`src/sv/scm_pkg.sv`:
```
package scm_pkg;

	localparam int unsigned CAPACITY_DEF = 32;

	typedef enum logic [2:0] {
		ST_INSERTED = 3'd0,
		ST_FULL     = 3'd1,
		ST_DELETED  = 3'd2,
		ST_NOTFOUND = 3'd3,
		ST_EMPTY    = 3'd4
	} scm_status_t;

	typedef enum logic [0:0] {
		OP_INSERT = 1'b0,
		OP_DELETE = 1'b1
	} scm_op_t;

	typedef enum logic [2:0] {
		S_IDLE,
		S_START,
		S_INS,
		S_DEL_FIND,
		S_DEL_SHIFT,
		S_DONE
	} scm_state_t;

	typedef struct packed {
		logic              func;
		logic signed [7:0] value;
	} scm_cmd_t;

	typedef struct packed {
		logic [2:0] status;
		logic [5:0] held_after;
	} scm_res_t;

endpackage

```
`src/sv/sorted_char_multiset.sv`:
```
// Bounded multiset of signed 8-bit characters kept in ascending order in a
// single-port-pair ram. An insert places the value ahead of the first entry
// that is not less than it (refused with status full when all CAPACITY
// entries are in use); a delete removes the first equal entry, or reports
// not found or empty. Every command gives exactly one result: a status and
// the entry count after the operation. One command is in work at a time and
// cmd_stall is high until it is done. The ram moves or compares one entry a
// cycle through its one read and one write port: an insert shifts every
// entry not less than the value up one place, a delete compares from the
// bottom and then closes the gap behind the removed entry, and a full or
// empty refusal moves no entry. A finished result waits in an output
// register, so the next command may be taken while it is still stalled.
module sorted_char_multiset import scm_pkg::*; #(
	parameter int unsigned CAPACITY = CAPACITY_DEF
) (
	input  logic     clk,
	input  logic     arst_n,
	input  logic     cmd_valid,
	output logic     cmd_stall,
	input  scm_cmd_t cmd,
	output logic     res_valid,
	input  logic     res_stall,
	output scm_res_t res
);

	localparam int unsigned ADDR_W = (CAPACITY > 1) ? $clog2(CAPACITY) : 1;
	localparam int unsigned CNT_W  = $clog2(CAPACITY + 1);
	localparam logic [CNT_W-1:0] CNT_ONE  = CNT_W'(1);
	localparam logic [CNT_W-1:0] CNT_TWO  = CNT_W'(2);
	localparam logic [CNT_W-1:0] CNT_FULL = CNT_W'(CAPACITY);

	scm_state_t        state_q, state_d;
	logic              func_q;
	logic signed [7:0] val_q;
	logic [CNT_W-1:0]  idx_q, idx_d;
	logic [CNT_W-1:0]  cnt_q, cnt_d;
	scm_status_t       status_q, status_d;
	logic              res_valid_q;
	scm_res_t          res_q;

	logic              we;
	logic [ADDR_W-1:0] waddr;
	logic [7:0]        wdata;
	logic [ADDR_W-1:0] raddr;
	logic [7:0]        rdata;
	logic signed [7:0] rd_s;

	logic              ge, eq, idx_zero, past_end, del_more, res_free;

	scm_store #(
		.DEPTH  (CAPACITY),
		.ADDR_W (ADDR_W)
	) u_store (
		.clk   (clk),
		.we    (we),
		.waddr (waddr),
		.wdata (wdata),
		.raddr (raddr),
		.rdata (rdata)
	);

	assign rd_s     = $signed(rdata);
	assign ge       = (rd_s >= val_q);
	assign eq       = (rd_s == val_q);
	assign idx_zero = (idx_q == '0);
	assign past_end = (idx_q >= cnt_q);
	assign del_more = ((idx_q + CNT_ONE) < cnt_q);
	assign res_free = !res_valid_q || !res_stall;

	assign cmd_stall = (state_q != S_IDLE);
	assign res_valid = res_valid_q;
	assign res       = res_q;

	always_comb begin
		state_d = state_q;
		unique case (state_q)
			S_IDLE: begin
				if (cmd_valid) begin
					state_d = S_START;
				end
			end
			S_START: begin
				if (func_q == OP_INSERT) begin
					state_d = (cnt_q >= CNT_FULL) ? S_DONE : S_INS;
				end else begin
					state_d = (cnt_q == '0) ? S_DONE : S_DEL_FIND;
				end
			end
			S_INS: begin
				if (idx_zero || !ge) begin
					state_d = S_DONE;
				end
			end
			S_DEL_FIND: begin
				if (past_end) begin
					state_d = S_DONE;
				end else if (eq) begin
					state_d = S_DEL_SHIFT;
				end
			end
			S_DEL_SHIFT: begin
				if (!del_more) begin
					state_d = S_DONE;
				end
			end
			S_DONE: begin
				if (res_free) begin
					state_d = S_IDLE;
				end
			end
			default: state_d = S_IDLE;
		endcase
	end

	always_comb begin
		we       = 1'b0;
		waddr    = idx_q[ADDR_W-1:0];
		wdata    = rdata;
		raddr    = idx_q[ADDR_W-1:0];
		idx_d    = idx_q;
		cnt_d    = cnt_q;
		status_d = status_q;
		unique case (state_q)
			S_IDLE: begin
			end
			S_START: begin
				if (func_q == OP_INSERT) begin
					if (cnt_q >= CNT_FULL) begin
						status_d = ST_FULL;
					end else begin
						// walk down from the top, first read is the last entry
						idx_d = cnt_q;
						raddr = ADDR_W'(cnt_q - CNT_ONE);
					end
				end else begin
					if (cnt_q == '0) begin
						status_d = ST_EMPTY;
					end else begin
						idx_d = '0;
						raddr = '0;
					end
				end
			end
			S_INS: begin
				we = 1'b1;
				if (!idx_zero && ge) begin
					// entry not less than value moves up one place
					wdata = rdata;
					idx_d = idx_q - CNT_ONE;
					raddr = ADDR_W'(idx_q - CNT_TWO);
				end else begin
					wdata    = val_q;
					cnt_d    = cnt_q + CNT_ONE;
					status_d = ST_INSERTED;
				end
			end
			S_DEL_FIND: begin
				raddr = ADDR_W'(idx_q + CNT_ONE);
				if (past_end) begin
					status_d = ST_NOTFOUND;
				end else if (!eq) begin
					idx_d = idx_q + CNT_ONE;
				end
			end
			S_DEL_SHIFT: begin
				if (del_more) begin
					// close the gap, read runs one entry ahead of the write
					we    = 1'b1;
					wdata = rdata;
					idx_d = idx_q + CNT_ONE;
					raddr = ADDR_W'(idx_q + CNT_TWO);
				end else begin
					cnt_d    = cnt_q - CNT_ONE;
					status_d = ST_DELETED;
				end
			end
			S_DONE: begin
			end
			default: begin
			end
		endcase
	end

	always_ff @(posedge clk or negedge arst_n) begin
		if (!arst_n) begin
			state_q     <= S_IDLE;
			cnt_q       <= '0;
			res_valid_q <= 1'b0;
		end else begin
			state_q <= state_d;
			cnt_q   <= cnt_d;
			if (state_q == S_DONE && res_free) begin
				res_valid_q <= 1'b1;
			end else if (!res_stall) begin
				res_valid_q <= 1'b0;
			end
		end
	end

	always_ff @(posedge clk) begin
		if (state_q == S_IDLE && cmd_valid) begin
			func_q <= cmd.func;
			val_q  <= cmd.value;
		end
		idx_q    <= idx_d;
		status_q <= status_d;
		if (state_q == S_DONE && res_free) begin
			res_q.status     <= status_q;
			res_q.held_after <= 6'(cnt_q);
		end
	end

	a_cnt_bound: assert property (@(posedge clk) disable iff (!arst_n)
		cnt_q <= CNT_FULL)
		else $error("entry count above capacity");

	a_cnt_step: assert property (@(posedge clk) disable iff (!arst_n)
		1'b1 |=> (cnt_q == $past(cnt_q)) || (cnt_q == $past(cnt_q) + CNT_ONE) ||
			(cnt_q == $past(cnt_q) - CNT_ONE))
		else $error("entry count moved by more than one");

	a_accept_start: assert property (@(posedge clk) disable iff (!arst_n)
		(cmd_valid && !cmd_stall) |=> (state_q == S_START))
		else $error("command transfer did not start the sequencer");

	a_write_state: assert property (@(posedge clk) disable iff (!arst_n)
		we |-> (state_q == S_INS || state_q == S_DEL_SHIFT))
		else $error("ram write outside a shift step");

	a_res_source: assert property (@(posedge clk) disable iff (!arst_n)
		(res_valid_q && !$past(res_valid_q)) |-> $past(state_q == S_DONE))
		else $error("result raised without a finished command");

endmodule

```
`src/sv/scm_store.sv`:
```
module scm_store import scm_pkg::*; #(
	parameter int unsigned DEPTH  = CAPACITY_DEF,
	parameter int unsigned ADDR_W = (DEPTH > 1) ? $clog2(DEPTH) : 1
) (
	input  logic              clk,
	input  logic              we,
	input  logic [ADDR_W-1:0] waddr,
	input  logic [7:0]        wdata,
	input  logic [ADDR_W-1:0] raddr,
	output logic [7:0]        rdata
);

	logic [7:0] mem_q [DEPTH];

	always_ff @(posedge clk) begin
		if (we) begin
			mem_q[waddr] <= wdata;
		end
	end

	// read data registered, valid in the cycle after the address
	always_ff @(posedge clk) begin
		rdata <= mem_q[raddr];
	end

endmodule
```
`config.mk`:
```
export PLATFORM = sky130hd
export DESIGN_NAME = sorted_char_multiset
export DESIGN_NICKNAME = d
export VERILOG_FILES = /design/src/sv/scm_pkg.sv /design/src/sv/sorted_char_multiset.sv /design/src/sv/scm_store.sv
export SDC_FILE = /design/constraint.sdc
export NUM_CORES = 1
export LEC_CHECK = 0
export BUFFER_PORTS_ARGS = -buffer_cell sky130_fd_sc_hd__buf_2
export CAP_MARGIN = 20
export CORE_MARGIN = 2
export CORE_UTILIZATION = 50
export CTS_BUF_LIST = sky130_fd_sc_hd__clkbuf_2 sky130_fd_sc_hd__clkbuf_4 sky130_fd_sc_hd__clkbuf_8
export DETAILED_ROUTE_END_ITERATION = 16
export GPL_TIMING_DRIVEN = 0
export PLACE_DENSITY_LB_ADDON = 0.1
export SYNTH_ARGS = -nofsm -noshare
export SYNTH_HDL_FRONTEND = slang
export SYNTH_SLANG_ARGS = --single-unit
```
`constraint.sdc`:
```
create_clock -name clk -period 7.13 [get_ports clk]
set_input_delay 2.139 -clock clk [delete_from_list [all_inputs] [get_ports clk]]
set_output_delay 2.139 -clock clk [all_outputs]
set_load 0.01 [all_outputs]
```
==> results.yml, run 1 <==
outcome:
  status: "finished clean"
logic_synthesis:
  syn_area_sq_mm: 0.01321
  ys_seq_area_share_pct: 67.42
  synth_commonest_cells: "edfxtp_1, nand2_1, nor2_1"
  synth_ff_type: "edfxtp_1"
  ys_seq_elements: 301
  netlist.area_leader.share_pct: 64.31
  synth_area_per_cell_sq_um: 14.90
  yosysMostFrequentCell: "edfxtp_1"
  synthesis.instances: 887
  synth_top_area_cell: "edfxtp_1"
  synth.top_cells.by_area: "edfxtp_1, mux4_2, ha_1"
  synthesis.nets: 929
  async_reset_ff_share_pct: 3.322
  synth_cell_type_count: 67
  ys_warn_count: 0
  synth_edf_count: 283
die:
  fp.dieW_um: 166.6
  start_util_pct: 50.85
  fp.dieH_um: 166.6
  dieArea_sq_mm: 0.02774
  io_pins: 24
  core_area_sq_mm: 0.02598
  std_cell_rows: 59
cts:
  clk_latency_ps: 580
  h-tree-depth: 2
  postCtsSetupBuffers: 0
  cts_made_buffers: 49
  post_cts_resized: 0
  clockBufferDepth: 3
  path_clk_slew_ps: 70
  cts_tree: "built"
  postCtsHoldBufs: 0
  cts_sinks: 301
  root_buffer: "clkbuf_8"
critical_path:
  path_max_fanout: 10
  crit_buf_inv: 4
  r2r-start: "idx_q[0]"
  critical-path-max-stage-delay_ps: 670
  worst_path_max_delay_cell: "o41ai_1"
  start_kind: "flip-flop"
  rrSetupSlack_ps: 1700
  arrival_ps: 5870
  required_ps: 7570
  crit_family: "simple AND/OR/NAND/NOR gates"
  crit_type: "reg2reg"
  cp_cell_sequence: "ha_1, xor2_1, ha_1, o21ai_0, a21oi_1, o41ai_1, or2_2, clkbuf_1, nand3b_1, and2_4, buf_6, buf_2, clkbuf_1, a21oi_1, o32ai_1, nor4_2"
  reg2reg_depth: 16
  r2r-end: "u_store.rdata[0]"
  endpoint_kind: "flip-flop"
global_routing:
  gr-total-overflow: 0
  grt_pass1_wl_um: 48330
  gr-usage-all-layers_pct: 23.13
  grt_max_degree: 33
  grt_pass1_vias: 8039
  antenna_found_initial: 0
sta:
  fin_setup_tns_ps: 0
  rsz0062_at_grt: "false"
  clock_skew_ps: 24.73
  hold_viol: 0
  period_needed_ps: 5433
  period_share_pct: 76.20
  worst_pin_slew_ps: 1119
  slew_viol_final: 0
  fmax_ghz: 0.1840
  setup_viol: 0
  timing.slew.headroom_pct: 24.91
drt:
  vias: 8050
  vias_per_cell: 6.003
  drt-initial-drc-count: 595
  ant_nets: 0
  dr.pass1.iters: 5
  post_drt_wl_per_cell_um: 23.59
  drcViolationCount: 0
  drt_wl_total_um: 31630
cells_and_area:
  finalNetCount: 1008
  n_antenna_cell: 0
  syn_to_final_growth_pct: 12.57
  post-route-util_pct: 57.24
  fillers: 2126
  drive_gt1_share_pct: 18.99
min_path:
  min_path_cells: 0
  min_from: "status_q[1]"
  holdPathEnd: "res[7]"
  hold_path_class: "reg2reg"
placement:
  place_hpwl_um: 21620
  gp_congestion: 0.9339
  numPortBuffers: 23
job:
  maxCapViolations: 0
registers in the layout, summed over array words and instances, names as in the netlist:
name / flops
res_valid: 1
idx_q: 6
cnt_q: 6
res: 9
func_q: 1
status_q: 3
u_store.mem_q: 256
val_q: 8
u_store.rdata: 8
state_q: 3
how the worst max path moves through the flow:
stage | startpoint | cells past startpoint | slack (ps) | end
floorplan | idx_q[3] | 16 | 3190 | u_store.rdata[5]
global placement | idx_q[1] | 9 | 510 | u_store.mem_q[2][4]
detailed placement | idx_q[1] | 14 | 1790 | u_store.rdata[2]
CTS | idx_q[0] | 14 | 1770 | u_store.rdata[2]
global route | idx_q[3] | 15 | 1290 | u_store.rdata[4]
finish | idx_q[0] | 16 | 1700 | u_store.rdata[0]
through the flow:
step	instances	worst slack (ps)	instance area, sq um	hold slack (ps)
3_5_place_dp	1250	1789	13890	404.5
5_1_grt	1341	1287	14870	423.5
2_1_floorplan	887	3188	13210	400.3
3_3_place_gp	1245	510.8	13750	400.9
6_report	1341	1697	14870	416.6
4_1_cts	1341	1775	14870	418.5
placed cells by master, fill, tap and decap left out, types with 11 or more instances in the layout:
master and count:
edfxtp_1 283, nand2_1 72, nor2_1 56, clkbuf_8 54, o21ai_0 33, mux4_2 33
nand3_1 31, buf_2 31, a21oi_1 29, ha_1 29, clkbuf_1 28, inv_1 25
clkbuf_4 19, o22ai_1 18, mux2i_1 16, nand4_1 15, xnor2_1 12, o211ai_1 11
kinds of logic after synthesis:
group	share of synthesized area, %
compound gates	8.626
xor+xnor	0.9943
fa+ha+maj	2.746
buf+inv	2.519
flops	67.42
mux	8.882
simple gates	8.815
layout make-up:
cell class / count / area, sq um / area share, %
Timing Repair Buffer: 28 / 207.7 / 1.396
Multi-Input combinational cell: 514 / 4021 / 27.04
Inverter: 26 / 97.59 / 0.6561
Sequential cell: 301 / 8909 / 59.89
Clock buffer: 73 / 885.9 / 5.956
Buffer: 46 / 235.2 / 1.581
Tap cell: 335 / 419.2 / 2.818
Clock inverter: 18 / 98.84 / 0.6645
per-layer routing:
| layer | GRT usage [%] | share of wire, % | up-vias |
|---|---|---|---|
| met1 | 31.34 | 42 | 4029 |
| met2 | 37.44 | 48 | 309 |
| met3 | 5.086 | 7.1 | 55 |
| li1 | - | - | 3657 |
| met4 | 7.834 | 2.9 | 0 |
| met5 | 0 | 0 | - |
Power of run 1 is left out: the tool's default activity adds up to more than one toggle a clock period on the data nets, which glitch-free logic cannot reach.
==> inputs of run 2 (changes only) <==
--- a/config.mk
+++ b/config.mk
@@ -5,6 +5,7 @@
 export SDC_FILE = /design/constraint.sdc
 export NUM_CORES = 1
 export LEC_CHECK = 0
+export ABC_AREA = 1
 export BUFFER_PORTS_ARGS = -buffer_cell sky130_fd_sc_hd__buf_2
 export CAP_MARGIN = 20
 export CORE_MARGIN = 2
==> constraint.sdc (replaced) <==
create_clock -name clk -period 4.75 [get_ports clk]
set_input_delay 1.425 -clock clk [delete_from_list [all_inputs] [get_ports clk]]
set_output_delay 1.425 -clock clk [all_outputs]
set_load 0.01 [all_outputs]
==> results.yml, run 2 <==
logic_synthesis:
  synth_commonest_cells: "nand2_1, edfxtp_1, nand3_1"
  synth_top_area_cell: "edfxtp_1"
  async_reset_ff_share_pct: 3.322
  synth_ff_type: "edfxtp_1"
  synth_area_per_cell_sq_um: 9.991
  synth_edf_count: 283
  ys_warn_count: 0
  synthesis.instances: 1409
  yosysMostFrequentCell: "nand2_1"
  synth.top_cells.by_area: "edfxtp_1, nand2_1, nand3_1"
  ys_seq_area_share_pct: 63.28
  syn_area_sq_mm: 0.01408
  synth_cell_type_count: 42
  ys_seq_elements: 301
  netlist.area_leader.share_pct: 60.37
  synthesis.nets: 1451
cells_and_area:
  stdcell_count: 1906
  final_cell_mix: "nand2_1, edfxtp_1, nand3_1"
  largest_register: "u_store.mem_q"
  drive_gt1_share_pct: 12.70
  n_antenna_cell: 0
  syn_to_final_growth_pct: 13.21
  post-route-util_pct: 57.36
  largest_reg_flops: 256
  finalNetCount: 1533
  mostFrequentLayoutCell: "nand2_1"
drt:
  drcViolationCount: 0
  drt_wl_total_um: 40570
  vias: 10380
  drt-initial-drc-count: 1419
  post_drt_wl_per_cell_um: 21.28
  ant_nets: 0
  vias_per_cell: 5.446
  dr.pass1.iters: 5
critical_path:
  required_ps: 4920
  cp_cell_sequence: "ha_1, a31oi_1, a21oi_1, ha_1, nand4_1, o21bai_1, nand4_1, nand2_1, nand2_1, nor2_1"
  start_kind: "flip-flop"
  path_depth: 10
  crit_buf_inv: 0
  rrSetupSlack_ps: 550
  r2r-start: "idx_q[0]"
  crit_family: "simple AND/OR/NAND/NOR gates"
  r2r-end: "u_store.mem_q[30][3]"
  reg2reg_depth: 10
  critical-path-max-stage-delay_ps: 1050
  crit_end: "u_store.mem_q[30][3]"
  path_max_fanout: 9
  crit_type: "reg2reg"
  arrival_ps: 4370
  endpoint_kind: "flip-flop"
  startpoint: "idx_q[0]"
  worst_path_max_delay_cell: "nor2_1"
cts:
  h-tree-depth: 2
  path_clk_slew_ps: 60
  cts_made_buffers: 48
  clockBufferDepth: 3
  cts_tree: "built"
  postCtsHoldBufs: 0
  cts_sinks: 301
  clk_latency_ps: 580
  post_cts_resized: 0
  root_buffer: "clkbuf_8"
  postCtsSetupBuffers: 0
sta:
  period_share_pct: 88.43
  clock_skew_ps: 27.33
  hold_viol: 0
  whs_ps: 419.5
  rsz0062_at_grt: "false"
  slew_viol_final: 0
  fin_setup_tns_ps: 0
  setup_viol: 0
  timing.slew.headroom_pct: 21.88
  worst_pin_slew_ps: 1168
  fmax_ghz: 0.2381
  period_needed_ps: 4200
die:
  start_util_pct: 50.67
  fp.dieH_um: 171.8
  core_area_sq_mm: 0.02778
  std_cell_rows: 61
  io_pins: 24
  dieArea_sq_mm: 0.02951
  fp.dieW_um: 171.8
job:
  maxCapViolations: 0
min_path:
  hold_path_class: "reg2reg"
global_routing:
  gr-usage-all-layers_pct: 28.13
  antenna_found_initial: 0
  grt_pass1_wl_um: 60040
  grt_max_degree: 27
  grt_pass1_vias: 9591
  gr-total-overflow: 0
placement:
  gp_congestion: 0.9319
  numPortBuffers: 23
  place_inst: 1819
  place_hpwl_um: 29030
outcome:
  status: "finished clean"
==> run 2: changes by cell type after synthesis, moves of 15 or more <==
cell     previous run  this run
nand3_1            31       253
buf_2               8        31
o22ai_1            18         3
nand2_1            72       395
inv_1              25       107
mux2i_1            16         0
mux4_2             33         0
o21ai_1             4        33
a21oi_1            29        12
inv_2               0        24
==> run 2: layout make-up <==
cell class / count / area (sq um)
Inverter: 142 / 533.0
Clock inverter: 21 / 123.9
Timing Repair Buffer: 32 / 332.8
Fill cell: 2433 / 11850
Sequential cell: 301 / 8909
Clock buffer: 66 / 839.6
Tap cell: 378 / 473.0
Multi-Input combinational cell: 896 / 4383
Buffer: 70 / 342.8
==> run 2: stage by stage <==
step	area (sq um)	setup slack [ps]
final	15940	549.7
after global routing	15940	368.6
after CTS	15940	678.6
after detailed placement	14970	682.7
after global placement	14670	-2091
after floorplan	14080	1387
==> run 2: kinds of logic (layout without fill, tap and decap cells) <==
group                    after synthesis  after routing  synth area share, %
buffers and inverters                212            331                6.222
flip-flops                           301            301                63.28
AO/OA/AOI/OAI                        110            110                4.480
XOR/XNOR                              10             10               0.6222
adder cells (fa/ha/maj)               29             29                2.578
AND/OR/NAND/NOR                      747            747                22.82
==> run 2: worst min path at each step <==
stage          slack [ps]  endpoint         from  cells after the start
3_3_place_gp          410    res[6]  status_q[0]                      0
5_1_grt               430    res[6]  status_q[0]                      0
3_5_place_dp          410    res[6]  status_q[0]                      0
2_1_floorplan         400    res[6]  status_q[0]                      0
4_1_cts               420    res[6]  status_q[0]                      0
6_report              420    res[6]  status_q[0]                      0
==> run 2: per-layer routing <==
metal  GRT usage, %  wire length (um)  vias to the layer above
met4          7.271               945                        0
met2          42.06             17850                      400
met5              0                 0                        -
li1               -                 -                     4963
met3          7.041              3584                       67
met1          41.16             18190                     4951
==> run 2: worst register-to-register path, cell delays in order, from the launching register on <==
cell and delay (ps):
edfxtp_1 630, ha_1 320, a31oi_1 100, a21oi_1 350
ha_1 330, nand4_1 90, o21bai_1 130, nand4_1 190
nand2_1 180, nand2_1 430, nor2_1 1060
Power of run 2 is left out for the same reason.
==> inputs of run 3 (changes only) <==
--- a/config.mk
+++ b/config.mk
@@ -16,4 +16,5 @@
 export PLACE_DENSITY_LB_ADDON = 0.1
 export SYNTH_ARGS = -nofsm -noshare
 export SYNTH_HDL_FRONTEND = slang
+export SYNTH_HIERARCHICAL = 1
 export SYNTH_SLANG_ARGS = --single-unit
==> constraint.sdc (replaced) <==
create_clock -name clk -period 4.7 [get_ports clk]
set_input_delay 1.41 -clock clk [delete_from_list [all_inputs] [get_ports clk]]
set_output_delay 1.41 -clock clk [all_outputs]
set_load 0.01 [all_outputs]
==> results.yml, run 3 <==
logic_synthesis:
  synth_edf_count: 283
  synth_top_area_cell: "edfxtp_1"
  synthesis.nets: 1321
  ys_seq_area_share_pct: 65.04
  synth.top_cells.by_area: "edfxtp_1, nand2_1, nand3_1"
  synth_ff_type: "edfxtp_1"
  synth_commonest_cells: "nand2_1, edfxtp_1, nand3_1"
  async_reset_ff_share_pct: 3.322
  netlist.area_leader.share_pct: 62.04
  syn_area_sq_mm: 0.01370
  synthesis.instances: 1280
  yosysMostFrequentCell: "nand2_1"
  synth_area_per_cell_sq_um: 10.70
  ys_seq_elements: 301
  ys_warn_count: 6
  synth_cell_type_count: 39
die:
  fp.dieH_um: 169.5
  core_area_sq_mm: 0.02695
  start_util_pct: 50.82
  std_cell_rows: 60
  dieArea_sq_mm: 0.02873
  io_pins: 24
  fp.dieW_um: 169.5
critical_path:
  start_kind: "flip-flop"
  crit_type: "reg2reg"
  endpoint_kind: "flip-flop"
  path_max_fanout: 10
  arrival_ps: 4630
  required_ps: 4890
sta:
  period_needed_ps: 4436
  setup_viol: 0
  timing.slew.headroom_pct: 34.63
  clock_skew_ps: 30.16
  fmax_ghz: 0.2254
  worst_pin_slew_ps: 978.3
  fin_setup_tns_ps: 0
  period_share_pct: 94.39
  rsz0062_at_grt: "false"
  whs_ps: 418.6
  setup_ws_ps: 263.7
  slew_viol_final: 0
  hold_viol: 0
drt:
  drt-initial-drc-count: 995
  drcViolationCount: 0
  vias_per_cell: 5.522
  vias: 9603
  ant_nets: 0
  drt_wl_total_um: 35740
  dr.pass1.iters: 7
  post_drt_wl_per_cell_um: 20.55
cts:
  root_buffer: "clkbuf_8"
  post_cts_resized: 0
  clockBufferDepth: 3
  clk_latency_ps: 580
  cts_sinks: 301
  cts_tree: "built"
  h-tree-depth: 2
  cts_made_buffers: 49
  postCtsSetupBuffers: 0
  postCtsHoldBufs: 0
  path_clk_slew_ps: 60
global_routing:
  gr-total-overflow: 0
  grt_pass1_vias: 9193
  grt_pass1_wl_um: 53720
  grt_max_degree: 33
  gr-usage-all-layers_pct: 25.28
  antenna_found_initial: 0
cells_and_area:
  finalNetCount: 1402
  final_cell_mix: "nand2_1, edfxtp_1, nand3_1"
  syn_to_final_growth_pct: 12.72
  largest_reg_flops: 256
  n_antenna_cell: 0
  mostFrequentLayoutCell: "nand2_1"
  drive_gt1_share_pct: 14.45
  design_area_sq_mm: 0.01544
  largest_register: "u_store/mem_q"
placement:
  gp_congestion: 0.9097
  numPortBuffers: 23
  place_hpwl_um: 24600
  place_area_sq_mm: 0.01447
  place_ws_ps: 309.4
job:
  maxCapViolations: 0
min_path:
  hold_path_class: "reg2reg"
outcome:
  status: "finished clean"
==> run 3: cell types whose count changed after synthesis, sizes merged, moves of 8 or more <==
cell,change
buf,+8
clkbuf,-18
clkinv,-11
inv,-68
nand2,+55
nand3,-23
nand3b,-13
nor2,-10
o21ai,-49
==> run 3: worst max-delay path, stage by stage, from the launching register on <==
cell      delay, ps
edfxtp_1        580
buf_2           320
inv_1           140
nor2_1          140
nand2_1          70
xor2_1          190
ha_1            280
nand2_1          80
nor2_1           40
o21ai_0         140
nand4_1         360
nand2_1         250
nand3_1         520
nor2_1          950
==> run 3: worst paths after layout <==
| kind | start | endpoint | slack, ps | cells after the start |
|---|---|---|---|---|
| min in group asynchronous | arst_n | cnt_q[4] | 710 | 1 |
| max in group asynchronous | arst_n | res_valid | 3780 | 1 |
| worst min register to register | status_q[0] | res[6] | 420 | 0 |
| worst max-delay path | idx_q[3] | u_store/mem_q[11][1] | 260 | 13 |
| worst max register to register | idx_q[3] | u_store/mem_q[11][1] | 260 | 13 |
| worst min-delay path | status_q[0] | res[6] | 420 | 0 |
==> run 3: cell families after synthesis <==
kind of cell | synth area share (%)
AND/OR/NAND/NOR | 23.86
flip-flops | 65.04
XOR/XNOR | 0.8952
adder cells (fa/ha/maj) | 2.558
buffers and inverters | 5.152
AO/OA/AOI/OAI | 2.494
==> run 3: layout make-up <==
| type | instances | area (sq um) |
|---|---|---|
| repair buffers | 30 | 285.3 |
| clock inverters | 16 | 101.3 |
| multi-input cells | 856 | 4143 |
| fillers | 2344 | 11510 |
| flip-flops and latches | 301 | 8909 |
| inverters | 63 | 236.5 |
| clock buffers | 72 | 865.8 |
| well taps | 341 | 426.7 |
| plain buffers | 60 | 473.0 |
==> run 3: metrics by stage <==
step | util (%) | instances
global route | 57.29 | 1739
detailed placement | 53.69 | 1651
floorplan | - | 1280
global placement | 52.83 | 1644
finish | 57.29 | 1739
CTS | 57.27 | 1739
==> run 3: routing by layer <==
layer	vias up	global-route usage (%)	part of all wire, %
li1	4570	-	-
met1	4603	36.14	44
met2	371	39.73	46
met3	59	4.827	8.4
met4	0	7.358	2.1
met5	-	0	0
Power of run 3 is left out for the same reason.
